==> src/hw/rtl/fvcs_pkg.sv <==
package fvcs_pkg;

    // status of the root unit, seen by the sequencer
    typedef struct packed {
        logic busy;
        logic done;
    } t_sqrt_stat;

    // squaring passes: one per axis, plus one to fold in the last product
    localparam int unsigned SQ_PASSES = 4;

endpackage

==> src/hw/rtl/fvcs_if.sv <==
interface fvcs_cell_if #(
    parameter int unsigned W = 16
);
    logic                valid;
    logic                ready;
    logic signed [W-1:0] u_low_face;
    logic signed [W-1:0] u_high_face;
    logic signed [W-1:0] v_low_face;
    logic signed [W-1:0] v_high_face;
    logic signed [W-1:0] w_low_face;
    logic signed [W-1:0] w_high_face;
    logic                last_cell;

    modport source (
        output valid, u_low_face, u_high_face, v_low_face, v_high_face,
               w_low_face, w_high_face, last_cell,
        input  ready
    );
    modport sink (
        input  valid, u_low_face, u_high_face, v_low_face, v_high_face,
               w_low_face, w_high_face, last_cell,
        output ready
    );
endinterface

interface fvcs_res_if #(
    parameter int unsigned W = 16
);
    logic                valid;
    logic                ready;
    logic signed [W-1:0] u_center;
    logic signed [W-1:0] v_center;
    logic signed [W-1:0] w_center;
    logic        [W-1:0] speed;
    logic        [W-1:0] max_speed;
    logic        [W-1:0] min_speed;
    logic                frame_done;

    modport source (
        output valid, u_center, v_center, w_center, speed, max_speed,
               min_speed, frame_done,
        input  ready
    );
    modport sink (
        input  valid, u_center, v_center, w_center, speed, max_speed,
               min_speed, frame_done,
        output ready
    );
endinterface

==> src/hw/rtl/face_velocity_center_speed.sv <==
// channel | dir | modport            | payload
// i_cell  | in  | fvcs_cell_if.sink  | six face velocities, last_cell
// o_res   | out | fvcs_res_if.source | centres, speed, max/min speed, frame_done
//
// each cell is squared, then rooted, before its result is written; the root unit settles one
// root bit per cycle, and the next cell is taken in the cycle after the result is loaded
// the squares go through a single multiplier, one axis per cycle
// i_cell.ready is high only while the sequencer is idle and out of reset; a held result
// blocks the next cell only once its own result is ready to be written
// synchronous active-low reset clears the frame maximum to zero and the minimum to all ones
module face_velocity_center_speed
    import fvcs_pkg::*;
#(
    parameter int unsigned VEL_WIDTH = 16
) (
    input  logic               i_clk,
    input  logic               i_rst_n,
    fvcs_cell_if.sink          i_cell,
    fvcs_res_if.source         o_res
);
    localparam int unsigned W = VEL_WIDTH;

    typedef enum logic [1:0] {
        S_IDLE,
        S_SQUARE,
        S_ROOT,
        S_DONE
    } t_state;

    t_state         r_state;
    logic [1:0]     r_axis;
    logic [W-1:0]   r_uc;
    logic [W-1:0]   r_vc;
    logic [W-1:0]   r_wc;
    logic           r_last;
    logic [2*W-1:0] r_prod;
    logic [2*W-1:0] r_acc;
    logic           r_sq_start;
    logic [W-1:0]   r_max;
    logic [W-1:0]   r_min;

    logic           r_out_valid;
    logic [W-1:0]   r_out_u;
    logic [W-1:0]   r_out_v;
    logic [W-1:0]   r_out_w;
    logic [W-1:0]   r_out_speed;
    logic [W-1:0]   r_out_max;
    logic [W-1:0]   r_out_min;
    logic           r_out_last;

    logic [W:0]     sum_u;
    logic [W:0]     sum_v;
    logic [W:0]     sum_w;
    logic [W-1:0]   axis_c;
    logic [W-1:0]   axis_mag;
    logic [W-1:0]   root;
    logic [W-1:0]   n_max;
    logic [W-1:0]   n_min;
    logic           cell_acc;
    logic           out_free;
    logic           out_load;
    t_sqrt_stat     sq_stat;

    // exact sums; dropping bit 0 is the floor halving
    always_comb begin
        sum_u = {i_cell.u_low_face[W-1], i_cell.u_low_face}
              + {i_cell.u_high_face[W-1], i_cell.u_high_face};
        sum_v = {i_cell.v_low_face[W-1], i_cell.v_low_face}
              + {i_cell.v_high_face[W-1], i_cell.v_high_face};
        sum_w = {i_cell.w_low_face[W-1], i_cell.w_low_face}
              + {i_cell.w_high_face[W-1], i_cell.w_high_face};
    end

    always_comb begin
        unique case (r_axis)
            2'd0:    axis_c = r_uc;
            2'd1:    axis_c = r_vc;
            default: axis_c = r_wc;
        endcase
        axis_mag = axis_c[W-1] ? (~axis_c + 1'b1) : axis_c;
    end

    always_comb begin
        n_max = (root > r_max) ? root : r_max;
        n_min = (root < r_min) ? root : r_min;
    end

    assign cell_acc = i_cell.valid && i_cell.ready;
    assign out_free = !r_out_valid || o_res.ready;
    assign out_load = (r_state == S_DONE) && out_free;

    always_ff @(posedge i_clk) begin
        if (!i_rst_n) begin
            r_state     <= S_IDLE;
            r_axis      <= '0;
            r_sq_start  <= 1'b0;
            r_max       <= '0;
            r_min       <= '1;
            r_out_valid <= 1'b0;
        end else begin
            r_sq_start <= (r_state == S_SQUARE) && (r_axis == 2'(SQ_PASSES - 1));
            if (out_load) begin
                r_out_valid <= 1'b1;
            end else if (o_res.ready) begin
                r_out_valid <= 1'b0;
            end
            unique case (r_state)
                S_IDLE: begin
                    if (cell_acc) begin
                        r_uc    <= sum_u[W:1];
                        r_vc    <= sum_v[W:1];
                        r_wc    <= sum_w[W:1];
                        r_last  <= i_cell.last_cell;
                        r_acc   <= '0;
                        r_axis  <= '0;
                        r_state <= S_SQUARE;
                    end
                end
                S_SQUARE: begin
                    // each product is registered, then folded into the sum during the following axis pass
                    r_prod <= (2*W)'(axis_mag) * (2*W)'(axis_mag);
                    if (r_axis != 2'd0) begin
                        r_acc <= r_acc + r_prod;
                    end
                    if (r_axis == 2'(SQ_PASSES - 1)) begin
                        r_state <= S_ROOT;
                    end else begin
                        r_axis <= r_axis + 1'b1;
                    end
                end
                S_ROOT: begin
                    if (sq_stat.done) begin
                        r_state <= S_DONE;
                    end
                end
                S_DONE: begin
                    if (out_free) begin
                        r_out_u     <= r_uc;
                        r_out_v     <= r_vc;
                        r_out_w     <= r_wc;
                        r_out_speed <= root;
                        r_out_max   <= n_max;
                        r_out_min   <= n_min;
                        r_out_last  <= r_last;
                        if (r_last) begin
                            r_max <= '0;
                            r_min <= '1;
                        end else begin
                            r_max <= n_max;
                            r_min <= n_min;
                        end
                        r_state <= S_IDLE;
                    end
                end
                default: r_state <= S_IDLE;
            endcase
        end
    end

    fvcs_sqrt #(
        .VEL_WIDTH (W)
    ) u_sqrt (
        .i_clk      (i_clk),
        .i_rst_n    (i_rst_n),
        .i_start    (r_sq_start),
        .i_radicand (r_acc),
        .o_root     (root),
        .o_stat     (sq_stat)
    );

    assign i_cell.ready     = (r_state == S_IDLE) && i_rst_n;
    assign o_res.valid      = r_out_valid;
    assign o_res.u_center   = r_out_u;
    assign o_res.v_center   = r_out_v;
    assign o_res.w_center   = r_out_w;
    assign o_res.speed      = r_out_speed;
    assign o_res.max_speed  = r_out_max;
    assign o_res.min_speed  = r_out_min;
    assign o_res.frame_done = r_out_last;

`ifndef SYNTHESIS
    a_done_in_root: assert property (@(posedge i_clk) disable iff (!i_rst_n)
        sq_stat.done |-> (r_state == S_ROOT))
        else $error("root unit finished outside the root wait");

    a_no_accept_busy: assert property (@(posedge i_clk) disable iff (!i_rst_n)
        i_cell.ready |-> !sq_stat.busy)
        else $error("cell accepted while the root unit is busy");

    a_speed_bounds: assert property (@(posedge i_clk) disable iff (!i_rst_n)
        o_res.valid |-> (o_res.min_speed <= o_res.speed
                         && o_res.speed <= o_res.max_speed))
        else $error("speed outside the frame minimum and maximum");
`endif

endmodule

==> src/hw/rtl/fvcs_sqrt.sv <==
module fvcs_sqrt
    import fvcs_pkg::*;
#(
    parameter int unsigned VEL_WIDTH = 16
) (
    input  logic                   i_clk,
    input  logic                   i_rst_n,
    input  logic                   i_start,
    input  logic [2*VEL_WIDTH-1:0] i_radicand,
    output logic [VEL_WIDTH-1:0]   o_root,
    output t_sqrt_stat             o_stat
);
    localparam int unsigned W  = VEL_WIDTH;
    localparam int unsigned CW = $clog2(W);

    logic [2*W-1:0] r_rad;
    logic [W+1:0]   r_rem;
    logic [W-1:0]   r_root;
    logic [CW-1:0]  r_cnt;
    logic           r_busy;
    logic           r_done;

    logic [W+1:0] rem_sh;
    logic [W+1:0] trial;
    logic         fits;

    // bring down the next bit pair and try root*4+1
    always_comb begin
        rem_sh = {r_rem[W-1:0], r_rad[2*W-1:2*W-2]};
        trial  = {r_root, 2'b01};
        fits   = (rem_sh >= trial);
    end

    always_ff @(posedge i_clk) begin
        if (!i_rst_n) begin
            r_busy <= 1'b0;
            r_done <= 1'b0;
        end else begin
            r_done <= r_busy && !i_start && (r_cnt == '0);
            if (i_start) begin
                r_busy <= 1'b1;
                r_cnt  <= CW'(W - 1);
                r_rad  <= i_radicand;
                r_rem  <= '0;
                r_root <= '0;
            end else if (r_busy) begin
                r_rad <= {r_rad[2*W-3:0], 2'b00};
                if (fits) begin
                    r_rem  <= rem_sh - trial;
                    r_root <= {r_root[W-2:0], 1'b1};
                end else begin
                    r_rem  <= rem_sh;
                    r_root <= {r_root[W-2:0], 1'b0};
                end
                if (r_cnt == '0) begin
                    r_busy <= 1'b0;
                end else begin
                    r_cnt <= r_cnt - 1'b1;
                end
            end
        end
    end

    assign o_root      = r_root;
    assign o_stat.busy = r_busy;
    assign o_stat.done = r_done;

endmodule
==> src/flat_wrapper.sv <==
// flat-port wrapper written by rule: the top's interface ports become plain ports
module face_velocity_center_speed_flat import fvcs_pkg::*;
#(
    parameter int unsigned VEL_WIDTH = 16
)
  (i_clk, i_rst_n, i_cell_valid, i_cell_u_low_face, i_cell_u_high_face, i_cell_v_low_face, i_cell_v_high_face, i_cell_w_low_face, i_cell_w_high_face, i_cell_last_cell, i_cell_ready, o_res_valid, o_res_u_center, o_res_v_center, o_res_w_center, o_res_speed, o_res_max_speed, o_res_min_speed, o_res_frame_done, o_res_ready);
  fvcs_cell_if i_cell_i ();
  fvcs_res_if o_res_i ();
  input  logic i_clk;
  input  logic i_rst_n;
  input wire logic [$bits(i_cell_i.valid)-1:0] i_cell_valid;
  input wire logic [$bits(i_cell_i.u_low_face)-1:0] i_cell_u_low_face;
  input wire logic [$bits(i_cell_i.u_high_face)-1:0] i_cell_u_high_face;
  input wire logic [$bits(i_cell_i.v_low_face)-1:0] i_cell_v_low_face;
  input wire logic [$bits(i_cell_i.v_high_face)-1:0] i_cell_v_high_face;
  input wire logic [$bits(i_cell_i.w_low_face)-1:0] i_cell_w_low_face;
  input wire logic [$bits(i_cell_i.w_high_face)-1:0] i_cell_w_high_face;
  input wire logic [$bits(i_cell_i.last_cell)-1:0] i_cell_last_cell;
  output wire logic [$bits(i_cell_i.ready)-1:0] i_cell_ready;
  output wire logic [$bits(o_res_i.valid)-1:0] o_res_valid;
  output wire logic [$bits(o_res_i.u_center)-1:0] o_res_u_center;
  output wire logic [$bits(o_res_i.v_center)-1:0] o_res_v_center;
  output wire logic [$bits(o_res_i.w_center)-1:0] o_res_w_center;
  output wire logic [$bits(o_res_i.speed)-1:0] o_res_speed;
  output wire logic [$bits(o_res_i.max_speed)-1:0] o_res_max_speed;
  output wire logic [$bits(o_res_i.min_speed)-1:0] o_res_min_speed;
  output wire logic [$bits(o_res_i.frame_done)-1:0] o_res_frame_done;
  input wire logic [$bits(o_res_i.ready)-1:0] o_res_ready;
  assign i_cell_i.valid = i_cell_valid;
  assign i_cell_i.u_low_face = i_cell_u_low_face;
  assign i_cell_i.u_high_face = i_cell_u_high_face;
  assign i_cell_i.v_low_face = i_cell_v_low_face;
  assign i_cell_i.v_high_face = i_cell_v_high_face;
  assign i_cell_i.w_low_face = i_cell_w_low_face;
  assign i_cell_i.w_high_face = i_cell_w_high_face;
  assign i_cell_i.last_cell = i_cell_last_cell;
  assign i_cell_ready = i_cell_i.ready;
  assign o_res_valid = o_res_i.valid;
  assign o_res_u_center = o_res_i.u_center;
  assign o_res_v_center = o_res_i.v_center;
  assign o_res_w_center = o_res_i.w_center;
  assign o_res_speed = o_res_i.speed;
  assign o_res_max_speed = o_res_i.max_speed;
  assign o_res_min_speed = o_res_i.min_speed;
  assign o_res_frame_done = o_res_i.frame_done;
  assign o_res_i.ready = o_res_ready;
  face_velocity_center_speed #(.VEL_WIDTH(VEL_WIDTH)) u_core (.i_clk(i_clk), .i_rst_n(i_rst_n), .i_cell(i_cell_i), .o_res(o_res_i));
endmodule
==> config.mk <==
export PLATFORM = sky130hd
export DESIGN_NAME = face_velocity_center_speed_flat
export DESIGN_NICKNAME = d
export VERILOG_FILES = /design/src/hw/rtl/fvcs_pkg.sv /design/src/hw/rtl/fvcs_if.sv /design/src/hw/rtl/face_velocity_center_speed.sv /design/src/hw/rtl/fvcs_sqrt.sv /design/src/flat_wrapper.sv
export SDC_FILE = /design/constraint.sdc
export NUM_CORES = 1
export LEC_CHECK = 0
export BUFFER_PORTS_ARGS = -buffer_cell sky130_fd_sc_hd__buf_2
export CORE_MARGIN = 3
export CORE_UTILIZATION = 66
export DETAILED_ROUTE_END_ITERATION = 10
export PLACE_DENSITY = 0.95
export SLEW_MARGIN = 20
export SYNTH_ARGS = -nofsm -noshare
export SYNTH_HDL_FRONTEND = slang
export SYNTH_HIERARCHICAL = 1
export SYNTH_SLANG_ARGS = --single-unit
==> constraint.sdc <==
create_clock -name i_clk -period 25.7 [get_ports i_clk]
set_clock_uncertainty 0.05 [all_clocks]
set_input_delay 3.855 -clock i_clk [delete_from_list [all_inputs] [get_ports i_clk]]
set_output_delay 3.855 -clock i_clk [all_outputs]
set_load 0.03 [all_outputs]
After elaboration in Yosys (flattened, before gate mapping) --
Cells that the tools add are included.
Cells by class: add/sub/neg operators 8, multipliers 1, div/mod/pow operators 0, order comparisons 3, equality and inequality tests 12, shift operators 0, muxes and demuxes 30, bitwise gates (word level) 1, reductions and logical operators 25
Operators by type and width (number):
- 16-bit two-way mux | 8
- 32-bit two-way mux | 4
- 32-bit case mux with 2 select lines | 1
- 16-bit by 16-bit adder with 17-bit output | 3
- 32-bit adder | 1
- 16-bit by 16-bit multiplier with 32-bit output | 1
- 16-bit case mux with 2 select lines | 1
- 18-bit greater-or-equal comparator | 1
- 16-bit by 1-bit adder with 16-bit output, second input constant | 1
- 16-bit greater-than comparator | 1
- 16-bit less-than comparator | 1
- 16-bit inverter | 1
- 16-bit subtractor | 1
- 2-bit two-way mux | 6
- 3-bit AND reduction | 4
- 4-bit two-way mux | 2
- 2-bit != test, second input constant | 4
- 2-bit case mux with 4 select lines | 1
- 4-bit AND reduction | 2
- 2-bit nonzero test | 4
- 2-bit == test, second input constant | 3
- 1-bit logical AND | 6
- 1-bit two-way mux | 6
- 2-bit by 1-bit != test with 1-bit output, second input constant | 3
- 9 further kinds | 14
Storage, ports and cells: register bits 318, bits in latches 0, RAM bits 0, bits in read-only memories 0, memories kept 0

Longest topological paths before layout --
depth in word-level cells 6, depth in mapped cells 37

Cells and area by module --
The synthesis kept the hierarchy.
Modules (own cells, without submodules):
- face_velocity_center_speed | instances 1, cells an instance 1860, area an instance 19785.2 um^2, seq. area each 7036.7 um^2
- fvcs_sqrt | instances 1, cells an instance 340, area an instance 3896.2 um^2, seq. area each 2082.0 um^2

Least setup slack after synthesis --
No wires, ideal clock.
kind register to register, from register u_core.r_axis[0], to register u_core.r_prod[29] (data pin), arrival time 8.003 ns, slack 17.389 ns, stages on the path, launching flop included 34, clock period less this slack 8.311 ns, cells stage by stage dfxtp_1 > inv_1 > ha_1 > buf_6 > a22o_1 > a21o_2 > inv_2 > clkbuf_1 > ha_1 > nand2_1 > nor2_1 > a31oi_1 > xor2_1 > clkinv_1 > nand2_1 > fa_1 > fa_1 > inv_1 > fa_1 > fa_1 > fa_1 > inv_1 > fa_1 > inv_1 > ha_1 > a21o_1 > a311oi_1 > a21oi_1 > a21oi_1 > a41oi_1 > a211oi_1 > o31ai_1 > a21oi_1 > xnor2_1
Between the ends: cells in the longest elaborated chain, start to end 6, elaborated cells on any way between the ends 7
RTL lines:
- start, declared | RTL line face_velocity_center_speed.sv:31 | logic [1:0] r_axis;
- start signal, assigned | RTL line face_velocity_center_speed.sv:128 | r_axis <= r_axis + 1'b1;
- 2-bit by 1-bit == test with 1-bit output or 2-bit zero test (tied branches) | RTL line face_velocity_center_speed.sv:75 | unique case (r_axis)
- 16-bit case mux with 2 select lines * | RTL line face_velocity_center_speed.sv:75
- named net u_core.axis_c[0] | RTL line face_velocity_center_speed.sv:54 | logic [W-1:0] axis_c;
- 16-bit inverter | RTL line face_velocity_center_speed.sv:80 | axis_mag = axis_c[W-1] ? (~axis_c + 1'b1) : axis_c;
- 16-bit by 1-bit adder with 16-bit output | RTL line face_velocity_center_speed.sv:80
- 16-bit two-way mux * | RTL line face_velocity_center_speed.sv:80
- 16-bit by 16-bit multiplier with 32-bit output * | RTL line face_velocity_center_speed.sv:121 | r_prod <= (2*W)'(axis_mag) * (2*W)'(axis_mag);
- end signal, assigned | RTL line face_velocity_center_speed.sv:121
- end, declared | RTL line face_velocity_center_speed.sv:36 | logic [2*W-1:0] r_prod;
Mark *: on every way through the listed nets, which the timed path passes. The rest lies on a longest branch. A chain may end at the register's enable or synchronous reset.

Final worst setup path --
from register u_core.r_axis[0], to register u_core.r_prod[28] (data pin)
The elaborated chain is that of the path after synthesis.

==> qor.yml <==
fin_util_pct: 74.7
syn_inst: 2199
post_drt_wl_per_cell_um: 19.5
crit_slowest_cell: "xnor2_1"
arrival_ps: 9900
multi_input_area_um2: 13100
post-route-min-period_ps: 9690
ctsLongestPathBuffers: 3
cts_root_buffer: "clkbuf_16"
io-pin-count: 200
reg2reg_setup_slack_ps: 16010
syn_area_um2: 23700
final-hold-violation-count: 0
drtIter0Drc: 1345
regArea_um2: 9120
grtUsageTotal_pct: 29.6
max_slew_margin_pct: 26.3
place_ws_ps: 16290
core_area_um2: 35000
run_status: "finished clean"
whs_path_depth: 0
critPathLaunchType: "flip-flop"
cts_tree: "built"
drt-total-wl_um: 56400
grt_max_degree: 66
drt.antenna.violating_nets: 0
hold_ws_ps: 408
num_vias: 17700
reg2reg_from: "u_core/r_axis[0]$_SDFFE_PN0P_"
reg.largest.list: "u_core/r_acc (32), u_core/u_sqrt/r_rad (32), u_core/r_prod (31)"
start_util_pct: 67.7
postCtsHoldBufs: 0
min_path_type: "reg -> reg"
via_per_inst: 6.12
rr_worst_depth: 31
path_class: "reg -> reg"
drive_gt1_share_pct: 13.8
cts_buffers: 34
cts.sinks: 317
drv_cap: 0
fin_setup_tns_ps: 0
holdCritStartpoint: "u_core/r_uc[11]$_DFFE_PP_"
drc: 0
insertion_delay_ps: 530
num_rows: 68
endpoint_kind: "flip-flop"
post_cts_resized: 0
die_w_um: 195
avgSynthCellArea_um2: 10.8
antenna_found_initial: 0
slew_violations: 0
nNetsFinal: 2903
cp.required_ps: 25900
grt_pass1_vias: 18500
worst_slack_ps: 16010
die_y_um: 195
rsz0062_at_grt: "false"
cp_slowest_stage_delay_ps: 880
min_to: "u_core/o_res.u_center[11]$_DFFE_PP_"
overflow: 0
max_freq_mhz: 103
die_area_um2: 38200
crit_fanout: 18
detailed_place_hpwl_um: 42500
grt_pass1_wl_um: 92700
cts_max_level: 2
port_buffers: 199
fill_cells: 2132
r2r-end: "u_core/r_prod[28]$_DFFE_PP_"
globalplace.congestion: 0.971
clk_pin_slew_ps: 60
area_growth_pct: 10.4
ys.warnings.count: 6
setup_violations: 0
cts_setup_buffers: 0
worst_pin_slew_ps: 1100
period_share_pct: 37.7
first_pass_iters: 7
[layout by cell type, fill, tap and decap left out, types with 39 or more instances in the layout]
| cell | count |
|---|---|
| fa_1 | 167 |
| nor2_1 | 168 |
| mux2_2 | 46 |
| o21ai_0 | 73 |
| inv_1 | 326 |
| nand2_1 | 150 |
| buf_2 | 199 |
| dfxtp_1 | 39 |
| edfxtp_1 | 277 |
| a21oi_1 | 124 |
| a21o_1 | 45 |
| xor2_1 | 43 |
| ha_1 | 229 |
| xnor2_1 | 75 |
[per-layer routing]
metal / part of all wire, % / up-vias / track usage [%]
met5: 0 / - / 0
met2: 51 / 912 / 53.1
met3: 7.6 / 241 / 4.73
li1: - / 8010 / -
met4: 5.0 / 0 / 13.2
met1: 37 / 8507 / 35.0
[through the flow]
stage | instances | area, µm²
finish | 2886 | 26100
global route | 2885 | 26100
global placement | 2824 | 25100
detailed placement | 2824 | 25100
CTS | 2884 | 26100
floorplan | 2208 | 23700
[cell type report]
cell class,instances,area share (%)
multi-input combinational,1507,50.1
clock buffer,42,3.37
timing repair buffer,209,4.11
inverter,337,4.84
clock inverter,18,0.503
antenna,1,0.00958
sequential,317,34.9
tap,455,2.18
[critical path: cells and delay by family, from the launching register on]
family,cells,cell delay (ps)
buffers and inverters,7,850
adders and majority gates,9,4170
and+or+nand+nor,4,970
AOI/OAI and AO/OA,9,1910
xor gates and xnor gates,2,1030
DFF,1,420
[how the worst max path moves through the flow]
stage	start	endpoint	slack (ps)
final	u_core/r_axis[0]$_SDFFE_PN0P_	u_core/r_prod[28]$_DFFE_PP_	16010
after global routing	u_core/r_axis[0]$_SDFFE_PN0P_	u_core/r_prod[29]$_DFFE_PP_	15520
after CTS	u_core/r_axis[0]$_SDFFE_PN0P_	u_core/r_prod[28]$_DFFE_PP_	16180
after detailed placement	u_core/r_axis[0]$_SDFFE_PN0P_	u_core/r_prod[28]$_DFFE_PP_	16290
after global placement	u_core/r_axis[0]$_SDFFE_PN0P_	u_core/r_prod[28]$_DFFE_PP_	16760
after floorplan	u_core/r_axis[0]$_SDFFE_PN0P_	u_core/r_prod[29]$_DFFE_PP_	17390
Power is not shown: default switching activity piles up to over one toggle a cycle in this logic, so the estimate is an artifact.
